[config.mk]
export PLATFORM = sky130hd
export DESIGN_NAME = dec_queue
export DESIGN_NICKNAME = d
export VERILOG_FILES = /design/src/rtl/core/dec_pkg.sv /design/src/rtl/core/dec_queue.sv
export SDC_FILE = /design/constraint.sdc
export NUM_CORES = 1
export LEC_CHECK = 0
export BUFFER_PORTS_ARGS = -buffer_cell sky130_fd_sc_hd__buf_2
export CAP_MARGIN = 40
export CORE_ASPECT_RATIO = 1.75
export CORE_UTILIZATION = 38
export CTS_CLUSTER_DIAMETER = 120
export DETAILED_ROUTE_END_ITERATION = 10
export SLEW_MARGIN = 20
export SYNTH_ARGS = -nofsm -noshare
export SYNTH_HDL_FRONTEND = slang
export SYNTH_SLANG_ARGS = --single-unit
[constraint.sdc]
create_clock -name clk -period 11.75 [get_ports clk]
set_clock_uncertainty 0.05 [all_clocks]
set_input_delay 2.35 -clock clk [delete_from_list [all_inputs] [get_ports clk]]
set_output_delay 2.35 -clock clk [all_outputs]
set_load 0.1 [all_outputs]
[src/rtl/core/dec_pkg.sv]
// ----------------------------------------------------------------------------
// dec_pkg - shared types and constants for the disc collision block
// Item and result layouts, outcome codes and queue sizing.
// ----------------------------------------------------------------------------
package dec_pkg;

    localparam int FRAC_BITS_DEFAULT = 16;
    localparam int QUEUE_DEPTH       = 4;
    localparam int RADIUS_W          = 10;

    typedef enum logic [1:0] {
        OUTCOME_PASS   = 2'd0,
        OUTCOME_BOUNCE = 2'd1,
        OUTCOME_PUSH   = 2'd2
    } outcome_t;

    typedef struct packed {
        logic signed [31:0]   a_pos_x;
        logic signed [31:0]   a_pos_y;
        logic signed [31:0]   a_vel_x;
        logic signed [31:0]   a_vel_y;
        logic [RADIUS_W-1:0]  a_radius;
        logic [31:0]          a_mass;
        logic signed [31:0]   b_pos_x;
        logic signed [31:0]   b_pos_y;
        logic signed [31:0]   b_vel_x;
        logic signed [31:0]   b_vel_y;
        logic [RADIUS_W-1:0]  b_radius;
        logic [31:0]          b_mass;
    } disc_pair_t;

    typedef struct packed {
        logic signed [31:0] new_a_pos_x;
        logic signed [31:0] new_a_pos_y;
        logic signed [31:0] new_a_vel_x;
        logic signed [31:0] new_a_vel_y;
        logic signed [31:0] new_b_pos_x;
        logic signed [31:0] new_b_pos_y;
        logic signed [31:0] new_b_vel_x;
        logic signed [31:0] new_b_vel_y;
        outcome_t           outcome;
        logic               saturated;
    } disc_result_t;

    typedef struct packed {
        disc_pair_t item;
        outcome_t   cls;
    } dec_entry_t;

endpackage

[src/rtl/core/dec_queue.sv]
// ----------------------------------------------------------------------------
// dec_queue - classified item queue between front and back
// Space is reserved by the front's credit count, so writes never overflow.
// ----------------------------------------------------------------------------
module dec_queue (
    input  logic                clk,
    input  logic                rstn,
    input  logic                wr_valid,
    input  dec_pkg::dec_entry_t wr_data,
    input  logic                pop,
    output logic                rd_valid,
    output dec_pkg::dec_entry_t rd_data
);

    localparam int AW = $clog2(dec_pkg::QUEUE_DEPTH);
    localparam int CW = $clog2(dec_pkg::QUEUE_DEPTH + 1);

    dec_pkg::dec_entry_t entry_reg [dec_pkg::QUEUE_DEPTH];
    logic [AW-1:0] wptr_reg, wptr_next;
    logic [AW-1:0] rptr_reg, rptr_next;
    logic [CW-1:0] count_reg, count_next;

    always_comb begin
        wptr_next  = wr_valid ? wptr_reg + AW'(1) : wptr_reg;
        rptr_next  = pop ? rptr_reg + AW'(1) : rptr_reg;
        count_next = count_reg + CW'(wr_valid) - CW'(pop);
    end

    always_ff @(posedge clk) begin
        if (!rstn) begin
            wptr_reg  <= '0;
            rptr_reg  <= '0;
            count_reg <= '0;
        end else begin
            wptr_reg  <= wptr_next;
            rptr_reg  <= rptr_next;
            count_reg <= count_next;
        end
    end

    always_ff @(posedge clk) begin
        if (wr_valid) begin
            entry_reg[wptr_reg] <= wr_data;
        end
    end

    assign rd_valid = count_reg != '0;
    assign rd_data  = entry_reg[rptr_reg];

endmodule

## Yosys cells after proc, flatten, opt, wreduce, memory -nomap -nowiden

Memories as Yosys holds them, arrays and structs flattened. A register that Yosys moved wholly into a read port is not among the register bits.
Cells that the tools add are included.

| cells by class | value |
|---|---|
| $add $sub $neg | 4 |
| multiplexer cells | 4 |
| reduce and logical (&&, ||, !) cells | 1 |

Operator list:

| cell | number |
|---|---|
| 2-bit by 1-bit adder with 2-bit output, second input constant | 2 |
| 2-bit 2-to-1 mux | 2 |
| 3-bit by 1-bit adder with 3-bit output | 1 |
| 3-bit nonzero test | 1 |
| 3-bit by 1-bit subtractor with 3-bit output | 1 |
| 1-bit 2-to-1 mux | 2 |

| storage, ports and cells | value |
|---|---|
| register bits after elaboration | 7 |
| bits in writable memories | 1368 |
| input port bits | 346 |
| output and inout port bits | 343 |
| word-level logic and storage cells | 13 |
| memories | 1 |

Memory list:

| name | depth | width | read ports | clocked after Yosys merged registers in | wr ports | line | text |
|---|---|---|---|---|---|---|---|
| entry_reg | 4 | 342 | 1 | 1 | 1 | dec_queue.sv:18 | `dec_pkg::dec_entry_t entry_reg [dec_pkg::QUEUE_DEPTH];` |

## Depth between registers and ports, before layout

Gate-level depths: netlist of the first run.

| depth | value |
|---|---|
| depth in word-level cells | 3 |
| mapped depth | 7 |

## Least setup slack after synthesis of the first run

OpenSTA, ideal clock, no wires.

| timing | value |
|---|---|
| kind | input port to flip-flop |
| from | input port wr_valid |
| to | memory entry_reg[0][0] (netlist bit), enable pin |
| arrival | 10052 ps |
| data required time | 10953 ps |
| setup slack | 901 ps |
| cell stages on the path | 1 |
| cells stage by stage | and2_1 |

| between the ends | value |
|---|---|
| word-level cells in the longest chain between the ends | 2 |

Ends and longest elaborated chain:

| what | line | text |
|---|---|---|
| from (decl) | dec_queue.sv:8 | `input logic wr_valid,` |
| 1-bit 2-to-1 mux | dec_queue.sv:42 | `if (wr_valid) begin` |
| 1-bit 2-to-1 mux (implied by the code) | dec_queue.sv:43 | `entry_reg[wptr_reg] <= wr_data;` |
| to (decl) | dec_queue.sv:18 |  |

No other way between the ends.

==> run summary, run 1 <==
Skew-Pair Late Insertion Delay - 710 ps
Number of DRC violations after detailed-routing iteration 0 - 1337
Final Hold Violating Endpoints - 0
Post-route minimum period - 5895 ps
Die X-Extent - 275.6 um
DRC violations left - 0
Row count - 175
Worst slew margin relative to its limit - 32.50%
Total power draw - 11.80 mW
Total power density per cell area - 198.5 nW/um^2
Initial antenna violation count - 64
Die area - 132500 um^2
Util after Layout - 45.73%
Required arrival time at the worst endpoint - 9350 ps
Sequential Power Share - 48.3%
Total overflow reported by the global router - 0
Setup WS post-layout - 5855 ps
# clock sinks - 1377
Cell area after synthesis - 49790 um^2
Instance count of the mapped netlist - 1828
Hold slack final - 475.0 ps
Remaining number of nets flagged by the antenna check after routing - 0
Top FF cell, synth - sky130_fd_sc_hd__edfxtp_1
Global-route wire length before repair - 157400 um
Startpoint Class - flop
Flop and latch count out of synthesis - 1377
Fraction of the yosys area taken by sequential cells - 82.86%
Via count - 22285
Type of the setup path with the least slack - reg2out
Kind of cell adding the most delay to the critical path - buffers and inverters
Net switching power figure - 3.563 mW
Fraction of registers with async set/reset - 0%
Routed wire per std cell - 24.57 um
Cell with the largest stage delay on the worst path - sky130_fd_sc_hd__mux4_2
Total placed instance area - 55470 um^2
Number of CTS-inserted buffers - 118
Number of slew-limit violations in the final report - 0
Syn Nets - 2181
Maximum number of pins on one net before global-route repair - 138
Starting Density - 38.28%
Syn Area/Cell - 27.24 um^2
Global Route Usage Sum - 16.18%
Ys Warns - 0
Half-perimeter wire length after placement - 71150 um
Crit path buf inv count - 4
Crit. End Element - output pin
Final period util - 50.17%
Fmax - 169.6 MHz
Series of cell instances along the critical path - buf_4, buf_16, buf_12, mux4_2, buf_2
Instance count after placement with tap cells included - 4168
Clock-pin slew on the worst setup and hold paths - 70 ps
Deepest clock path buffer count - 3
Clock Tree Root - sky130_fd_sc_hd__clkbuf_16
Count of buffers from port buffering - 688
Most common cell after layout, fill and taps aside - sky130_fd_sc_hd__edfxtp_1
Arrival time at the worst endpoint - 3490 ps
VDD IR max - 0.1668 mV
Final cell area excluding filler cells - 59480 um^2
Path category of the worst min-delay check - reg2reg
Reported max-cap violation count - 0
Final wirelength - 108500 um
Die span in y - 480.9 um
Number of synthesized flops with an enable pin - 1368
Average vias per placed instance - 5.045
Worst slack at placement - 6460 ps
TritonCTS clock tree - built
CP Depth - 5
Largest register FFs - 1368
Number of nets in the layout - 2963
Pin slew with the least headroom to its limit - 1012 ps
Number of stages on the worst hold path - 2
Logic gate share of total power - 19.0%
Setup repair after global routing missed its margin - no
Clock share of power - 32.7%
Number of global-route vias before repair - 24093
Layout Cells excl Fill - 4417
Internal power contribution - 8.242 mW
Gp weighted congestion - 0.7635
Leak pwr - 19.62 nW
Unique cell type count in the Yosys netlist - 18
Final number of setup-violating endpoints - 0
Core Area - 130100 um^2
Final TNS setup - 0 ps
Io pins - 689
Reg2reg path depth - 5
Post-CTS Hold Fix Bufs - 0
Sw frac - 30.18%
Max Fanout on Critical Path - 89
Count of buffers added by post-CTS timing repair for setup - 0
Outcome - completed
Maximum single-stage delay on the critical path - 630 ps
Commonest cells after routing, fill and taps aside - sky130_fd_sc_hd__edfxtp_1 (1368), sky130_fd_sc_hd__buf_2 (688), sky130_fd_sc_hd__mux4_2 (342)
Area grow syn2layout - 19.45%
Pre-antenna DRT Iters - 4
H-tree levels - 3
Share of layout cells above drive strength 1 - 46.63%
CTS-repair resized insts - 0
==> path summary, 6_finish.rpt <==
check	startpoint	to	slack (ps)
setup / recovery	flop	rd_data[201]	5860
hold / removal	rptr_reg[0]$_SDFFE_PN0P_	rptr_reg[1]$_SDFFE_PN0P_	480
setup reg to reg	wptr_reg[0]$_SDFFE_PN0P_	entry_reg[3][240]$_DFFE_PP_	8590
hold reg to reg	rptr_reg[0]$_SDFFE_PN0P_	rptr_reg[1]$_SDFFE_PN0P_	480
==> cell usage after synthesis, drive strengths merged, types with 2 or more instances <==
cell type | n | area, um^2
mux4 | 342 | 7702
and2 | 6 | 37.54
clkbuf | 6 | 22.52
buf | 70 | 550.5
ha | 6 | 75.07
edfxtp | 1368 | 41080
nor2 | 5 | 18.77
xnor2 | 2 | 17.52
inv | 7 | 26.28
dfxtp | 9 | 180.2
==> per-layer routing <==
layer  vias up  share of wire (%)  track usage (%)
li1       9567                  -                -
met4        76                2.4            4.867
met5         -               0.44                0
met1     11609                 36            18.54
met3       239                 13            8.566
met2       794                 48            26.02
==> tightest hold or removal path, stage by stage (launching register included) <==
cell and delay, ps:
sky130_fd_sc_hd__dfxtp_1 330, sky130_fd_sc_hd__nand3b_1 90, sky130_fd_sc_hd__a21oi_1 70
==> final cells by class <==
type	instances	area (um^2)
inverter	7	26.28
timing repair buffer	738	4213
fill	10918	70590
sequential	1377	41270
multi-input combinational	368	7944
clock inverter	84	833.3
antenna	23	57.56
clock buffer	139	3032
tap	1681	2103
==> power groups by stage <==
stage	logic, mW	clock network, mW	registers [mW]
after floorplan	1.81	0	5.87
after global placement	2.22	0	5.79
after detailed placement	2.26	0	5.81
after CTS	2.26	3.98	5.70
after global routing	2.33	4.14	5.71
final	2.24	3.87	5.70
==> cells by family after synthesis <==
family                     after synthesis  synth area share, %
DFF                                   1377                82.86
muxes                                  343                15.49
buffers and inverters                   83                1.204
and+or+nand+nor                         13               0.1407
adders and majority gates                7               0.1910
xor gates and xnor gates                 3              0.08292
AOI/OAI and AO/OA                        2              0.03014
No activity file was read; power rests on OpenSTA's default activity.
==> run 2: changes to the inputs <==
ABC_AREA = 1   (was not set)
clock period = 5.8 ns   (was 11.75 ns; I/O delays follow)
==> run summary, run 2 <==
Count of buffers added by post-CTS timing repair for setup - 0
Reported max-cap violation count - 0
Type of the setup path with the least slack - reg2out
Initial antenna violation count - 60
Path category of the worst min-delay check - reg2reg
Leak pwr - 24.74 nW
Worst slack at placement - 2050 ps
# clock sinks - 1377
Pin slew with the least headroom to its limit - 1003 ps
Logic gate share of total power - 18.3%
Number of synthesized flops with an enable pin - 1368
DRC violations left - 0
Sequential Power Share - 46.9%
Final period util - 76.95%
Syn Area/Cell - 13.75 um^2
Cell with the largest stage delay on the worst path - sky130_fd_sc_hd__dfxtp_4
Skew-Pair Late Insertion Delay - 740 ps
Starting Density - 38.30%
Top FF cell, synth - sky130_fd_sc_hd__edfxtp_1
Remaining number of nets flagged by the antenna check after routing - 0
Via count - 32118
Deepest clock path buffer count - 3
Post-CTS Hold Fix Bufs - 0
CTS-repair resized insts - 0
Gp weighted congestion - 0.7712
Number of slew-limit violations in the final report - 0
Yosys top cell area share - 73.89%
Clock share of power - 34.8%
Global-route wire length before repair - 184400 um
Core Area - 145100 um^2
Instance count of the mapped netlist - 4044
Fraction of registers with async set/reset - 0%
Total overflow reported by the global router - 0
Syn Nets - 4397
Internal power contribution - 16.91 mW
Setup WS post-layout - 1337 ps
Flop and latch count out of synthesis - 1377
Share of layout cells above drive strength 1 - 25.74%
Number of nets in the layout - 5059
Half-perimeter wire length after placement - 77110 um
VDD IR max - 0.3042 mV
Total power density per cell area - 375.7 nW/um^2
Clock-pin slew on the worst setup and hold paths - 60 ps
Number of global-route vias before repair - 31366
Filler instances - 13022
TritonCTS clock tree - built
Count of buffers from port buffering - 688
Maximum single-stage delay on the critical path - 810 ps
Startpoint Class - flop
Post-route minimum period - 4463 ps
Setup repair after global routing missed its margin - no
Final Hold Violating Endpoints - 0
Crit. End Element - output pin
Io pins - 689
Clock Tree Root - sky130_fd_sc_hd__clkbuf_16
Series of cell instances along the critical path - buf_4, o21ai_0, nand2_1, buf_2
Max Fanout on Critical Path - 66
Final wirelength - 123700 um
Final cell area excluding filler cells - 65260 um^2
Sw frac - 31.03%
Arrival time at the worst endpoint - 3250 ps
Final number of setup-violating endpoints - 0
Hold slack final - 407.9 ps
Most instantiated library cell after synthesis - sky130_fd_sc_hd__edfxtp_1
Area grow syn2layout - 17.39%
Layout Cells excl Fill - 6701
Average vias per placed instance - 4.793
Unique cell type count in the Yosys netlist - 17
Top cells by instance count after synthesis - sky130_fd_sc_hd__edfxtp_1 (1368), sky130_fd_sc_hd__inv_1 (699), sky130_fd_sc_hd__nand2_1 (694)
Cell area after synthesis - 55590 um^2
Top cells by area, synth - sky130_fd_sc_hd__edfxtp_1 (74%), sky130_fd_sc_hd__o211ai_2 (6.6%), sky130_fd_sc_hd__inv_1 (4.7%), sky130_fd_sc_hd__nand2_1 (4.7%), sky130_fd_sc_hd__a21oi_1 (3.1%)
Register area - 41270 um^2
Fraction of the yosys area taken by sequential cells - 74.22%
Largest register FFs - 1368
Row count - 185
Number of CTS-inserted buffers - 130
Routed wire per std cell - 18.45 um
Maximum number of pins on one net before global-route repair - 135
Required arrival time at the worst endpoint - 4590 ps
Commonest cells after routing, fill and taps aside - sky130_fd_sc_hd__edfxtp_1 (1368), sky130_fd_sc_hd__inv_1 (695), sky130_fd_sc_hd__nand2_1 (690)
Die area - 147900 um^2
Ys Warns - 0
Number of DRC violations after detailed-routing iteration 0 - 1473
Global Route Usage Sum - 16.27%
Total placed instance area - 60930 um^2
Pre-antenna DRT Iters - 5
Area taken by multi-input logic gates - 10290 um^2
Cell type contributing the most total cell area after synthesis - sky130_fd_sc_hd__edfxtp_1
Die span in y - 508.0 um
Net switching power figure - 7.609 mW
Instance count after placement with tap cells included - 6444
Final TNS setup - 0 ps
H-tree levels - 4
Util after Layout - 44.96%
Die X-Extent - 291.1 um
Total power draw - 24.52 mW
Worst slew margin relative to its limit - 33.16%
Fmax - 224.1 MHz
Most common cell after layout, fill and taps aside - sky130_fd_sc_hd__edfxtp_1
Outcome - completed
run 2: cell count changes after synthesis, sizes merged, moves of 6 or more:
cell    previous run  this run
a21oi              1       348
and2               6         0
buf               70       186
clkbuf             6        42
inv                7       699
mux4             342         0
nand2              0       694
o211ai             0       342
o21ai              0       346
run 2: area by class of cell:
| type | count | share of cell area [%] |
|---|---|---|
| Tap cell | 1870 | 3.585 |
| Timing Repair Buffer | 758 | 6.726 |
| Clock inverter | 75 | 1.365 |
| Sequential cell | 1377 | 63.24 |
| Antenna cell | 22 | 0.08436 |
| Multi-Input combinational cell | 1740 | 15.77 |
| Clock buffer | 160 | 5.190 |
| Inverter | 699 | 4.044 |
run 2: routing by layer:
metal / share of wire [%] / vias to the layer above / GRT usage (%)
li1: - / 15474 / -
met1: 38 / 15489 / 18.05
met2: 50 / 822 / 27.67
met3: 9.3 / 251 / 6.698
met4: 2.8 / 82 / 6.254
met5: 0.43 / - / 0
run 2: worst paths after layout:
check / from / endpoint / slack [ps] / cells after the start
max: flop / rd_data[331] / 1340 / 4
min: rptr_reg[1]$_SDFFE_PN0P_ / flop / 410 / 2
max reg2reg: wptr_reg[0]$_SDFFE_PN0P_ / entry_reg[0][198]$_DFFE_PP_ / 3400 / 5
min reg2reg: rptr_reg[1]$_SDFFE_PN0P_ / flop / 410 / 2
run 2: cells by family (layout without fill, tap and decap cells):
family	count (synthesis)	after routing	share of synthesized area [%]
other cells	0	22	0
fa+ha+maj	7	7	0.1710
simple gates	697	697	4.711
compound gates	1036	1036	13.51
flops	1377	1377	74.22
buf+inv	927	1692	7.387
run 2: worst max-delay path: cells and delay by family, from the launching register on:
| kind | cells | cell delay, ps |
|---|---|---|
| flops | 1 | 810 |
| compound gates | 1 | 400 |
| simple gates | 1 | 150 |
| buf+inv | 2 | 1100 |
run 2: power groups by stage:
stage | Clock, mW | Combinational, mW | Sequential, mW
3_5_place_dp | 0 | 4.53 | 11.7
4_1_cts | 8.78 | 4.54 | 11.5
5_1_grt | 9.13 | 4.71 | 11.5
3_3_place_gp | 0 | 4.50 | 11.7
6_report | 8.53 | 4.49 | 11.5
2_1_floorplan | 0 | 3.57 | 11.8
==> run 3: changes to the inputs <==
clock period = 4.2 ns   (was 5.8 ns; I/O delays follow)
==> run summary, run 3 (synthesized netlist as in run 2, its figures left out) <==
Share of layout cells above drive strength 1 - 26.03%
Total power density per cell area - 506.4 nW/um^2
Global Route Usage Sum - 16.51%
Via count - 32291
Commonest cells after routing, fill and taps aside - sky130_fd_sc_hd__edfxtp_1 (1368), sky130_fd_sc_hd__inv_1 (695), sky130_fd_sc_hd__nand2_1 (690)
Remaining number of nets flagged by the antenna check after routing - 0
Max Fanout on Critical Path - 136
Setup WS post-layout - 374.2 ps
Die X-Extent - 291.1 um
Util after Layout - 45.66%
Post-CTS Hold Fix Bufs - 0
Gp weighted congestion - 0.7868
Filler instances - 12808
CTS-repair resized insts - 0
Maximum number of pins on one net before global-route repair - 137
Post-route minimum period - 3826 ps
Number of DRC violations after detailed-routing iteration 0 - 1677
Area grow syn2layout - 19.21%
Half-perimeter wire length after placement - 80120 um
Initial antenna violation count - 56
Area taken by multi-input logic gates - 10290 um^2
Core Area - 145100 um^2
Register area - 41270 um^2
Pre-antenna DRT Iters - 5
Io pins - 689
Worst slew margin relative to its limit - 46.51%
Count of buffers added by post-CTS timing repair for setup - 0
Number of nets in the layout - 5080
Crit. End Element - output pin
Internal power contribution - 22.98 mW
TritonCTS clock tree - built
Cell with the largest stage delay on the worst path - sky130_fd_sc_hd__dfxtp_4
Kind of cell adding the most delay to the critical path - buffers and inverters
Clock share of power - 33.2%
Final wirelength - 124500 um
Global-route wire length before repair - 187600 um
Deepest clock path buffer count - 3
Outcome - completed
Clock Tree Root - sky130_fd_sc_hd__clkbuf_16
Final period util - 91.09%
Path category of the worst min-delay check - in2reg
Series of cell instances along the critical path - buf_12, o21ai_0, nand2_1, buf_2
Total overflow reported by the global router - 0
Startpoint Class - flop
Die span in y - 508.0 um
Number of CTS-inserted buffers - 130
Reported max-cap violation count - 0
# clock sinks - 1377
Sw frac - 31.52%
Average vias per placed instance - 4.807
Setup repair after global routing missed its margin - no
Skew-Pair Late Insertion Delay - 730 ps
Final number of setup-violating endpoints - 0
Total power draw - 33.56 mW
Clock-pin slew on the worst setup and hold paths - 60 ps
DRC violations left - 0
Die area - 147900 um^2
Fmax - 261.4 MHz
Type of the setup path with the least slack - reg2out
Arrival time at the worst endpoint - 2940 ps
Row count - 185
Final TNS setup - 0 ps
Required arrival time at the worst endpoint - 3310 ps
Maximum single-stage delay on the critical path - 770 ps
Sequential Power Share - 47.3%
Count of buffers from port buffering - 688
Final Hold Violating Endpoints - 0
Routed wire per std cell - 18.54 um
Most common cell after layout, fill and taps aside - sky130_fd_sc_hd__edfxtp_1
Leak pwr - 25.13 nW
Logic gate share of total power - 19.5%
Largest register FFs - 1368
H-tree levels - 4
Pin slew with the least headroom to its limit - 802.3 ps
Number of global-route vias before repair - 32022
Number of slew-limit violations in the final report - 0
Net switching power figure - 10.58 mW
Hold slack final - 251.1 ps
Starting Density - 38.30%
VDD IR max - 0.4293 mV
Crit path buf inv count - 2
Worst slack at placement - 1101 ps
## run 3: changes by cell type in the layout (fill, tap and decap cells not counted), moves of 2 or more
cell                         change
sky130_fd_sc_hd__bufinv_16      -11
sky130_fd_sc_hd__clkinv_4        +2
sky130_fd_sc_hd__clkinvlp_4      -2
sky130_fd_sc_hd__buf_12         +80
sky130_fd_sc_hd__inv_16          +2
sky130_fd_sc_hd__buf_2          -59
sky130_fd_sc_hd__clkinv_2        +7
## run 3: worst reg2reg max path: cells and delay by family (launching register included)
kind	cells	cell delay (ps)
buf+inv	4	1380
flops	1	330
fa+ha+maj	1	260
simple gates	1	60
## run 3: final timing paths
kind | slack, ps | to | cells after the start | start
worst max-delay path | 370 | rd_data[92] | 4 | flop
worst min-delay path | 250 | entry_reg[3][332]$_DFFE_PP_ | 1 | wr_data[332]
worst max register to register | 1750 | entry_reg[0][110]$_DFFE_PP_ | 6 | wptr_reg[0]$_SDFFE_PN0P_
worst min register to register | 420 | flop | 2 | rptr_reg[1]$_SDFFE_PN0P_
## run 3: area by class of cell
class                      count  share of cell area [%]
clock buffer                 159                   5.105
antenna                       22                 0.08307
inverter                     699                   3.982
timing repair buffer         779                   8.564
tap                         1870                   3.530
multi-input combinational   1740                   15.53
clock inverter                71                  0.9402
sequential                  1377                   62.27
## run 3: power by group through the flow
stage	clock, mW	combinational, mW	sequential, mW
after floorplan	0	4.93	16.2
after global placement	0	6.57	16.2
after detailed placement	0	6.62	16.2
after CTS	11.5	6.63	15.9
after global routing	12.0	6.88	15.9
final	11.1	6.56	15.9
## run 3: layer usage
metal,GRT usage (%),wire (um),vias up
met5,0,484,-
met4,6.217,3747,76
met3,5.999,10430,275
met2,28.45,61760,802
met1,18.58,48100,15609
li1,-,-,15529
## run 3: per-stage QoR
step / cells / instance area [um^2]
floorplan: 4044 / 55670
global placement: 6465 / 62210
detailed placement: 6465 / 62210
CTS: 6695 / 66220
global route: 6708 / 66250
finish: 6717 / 66270
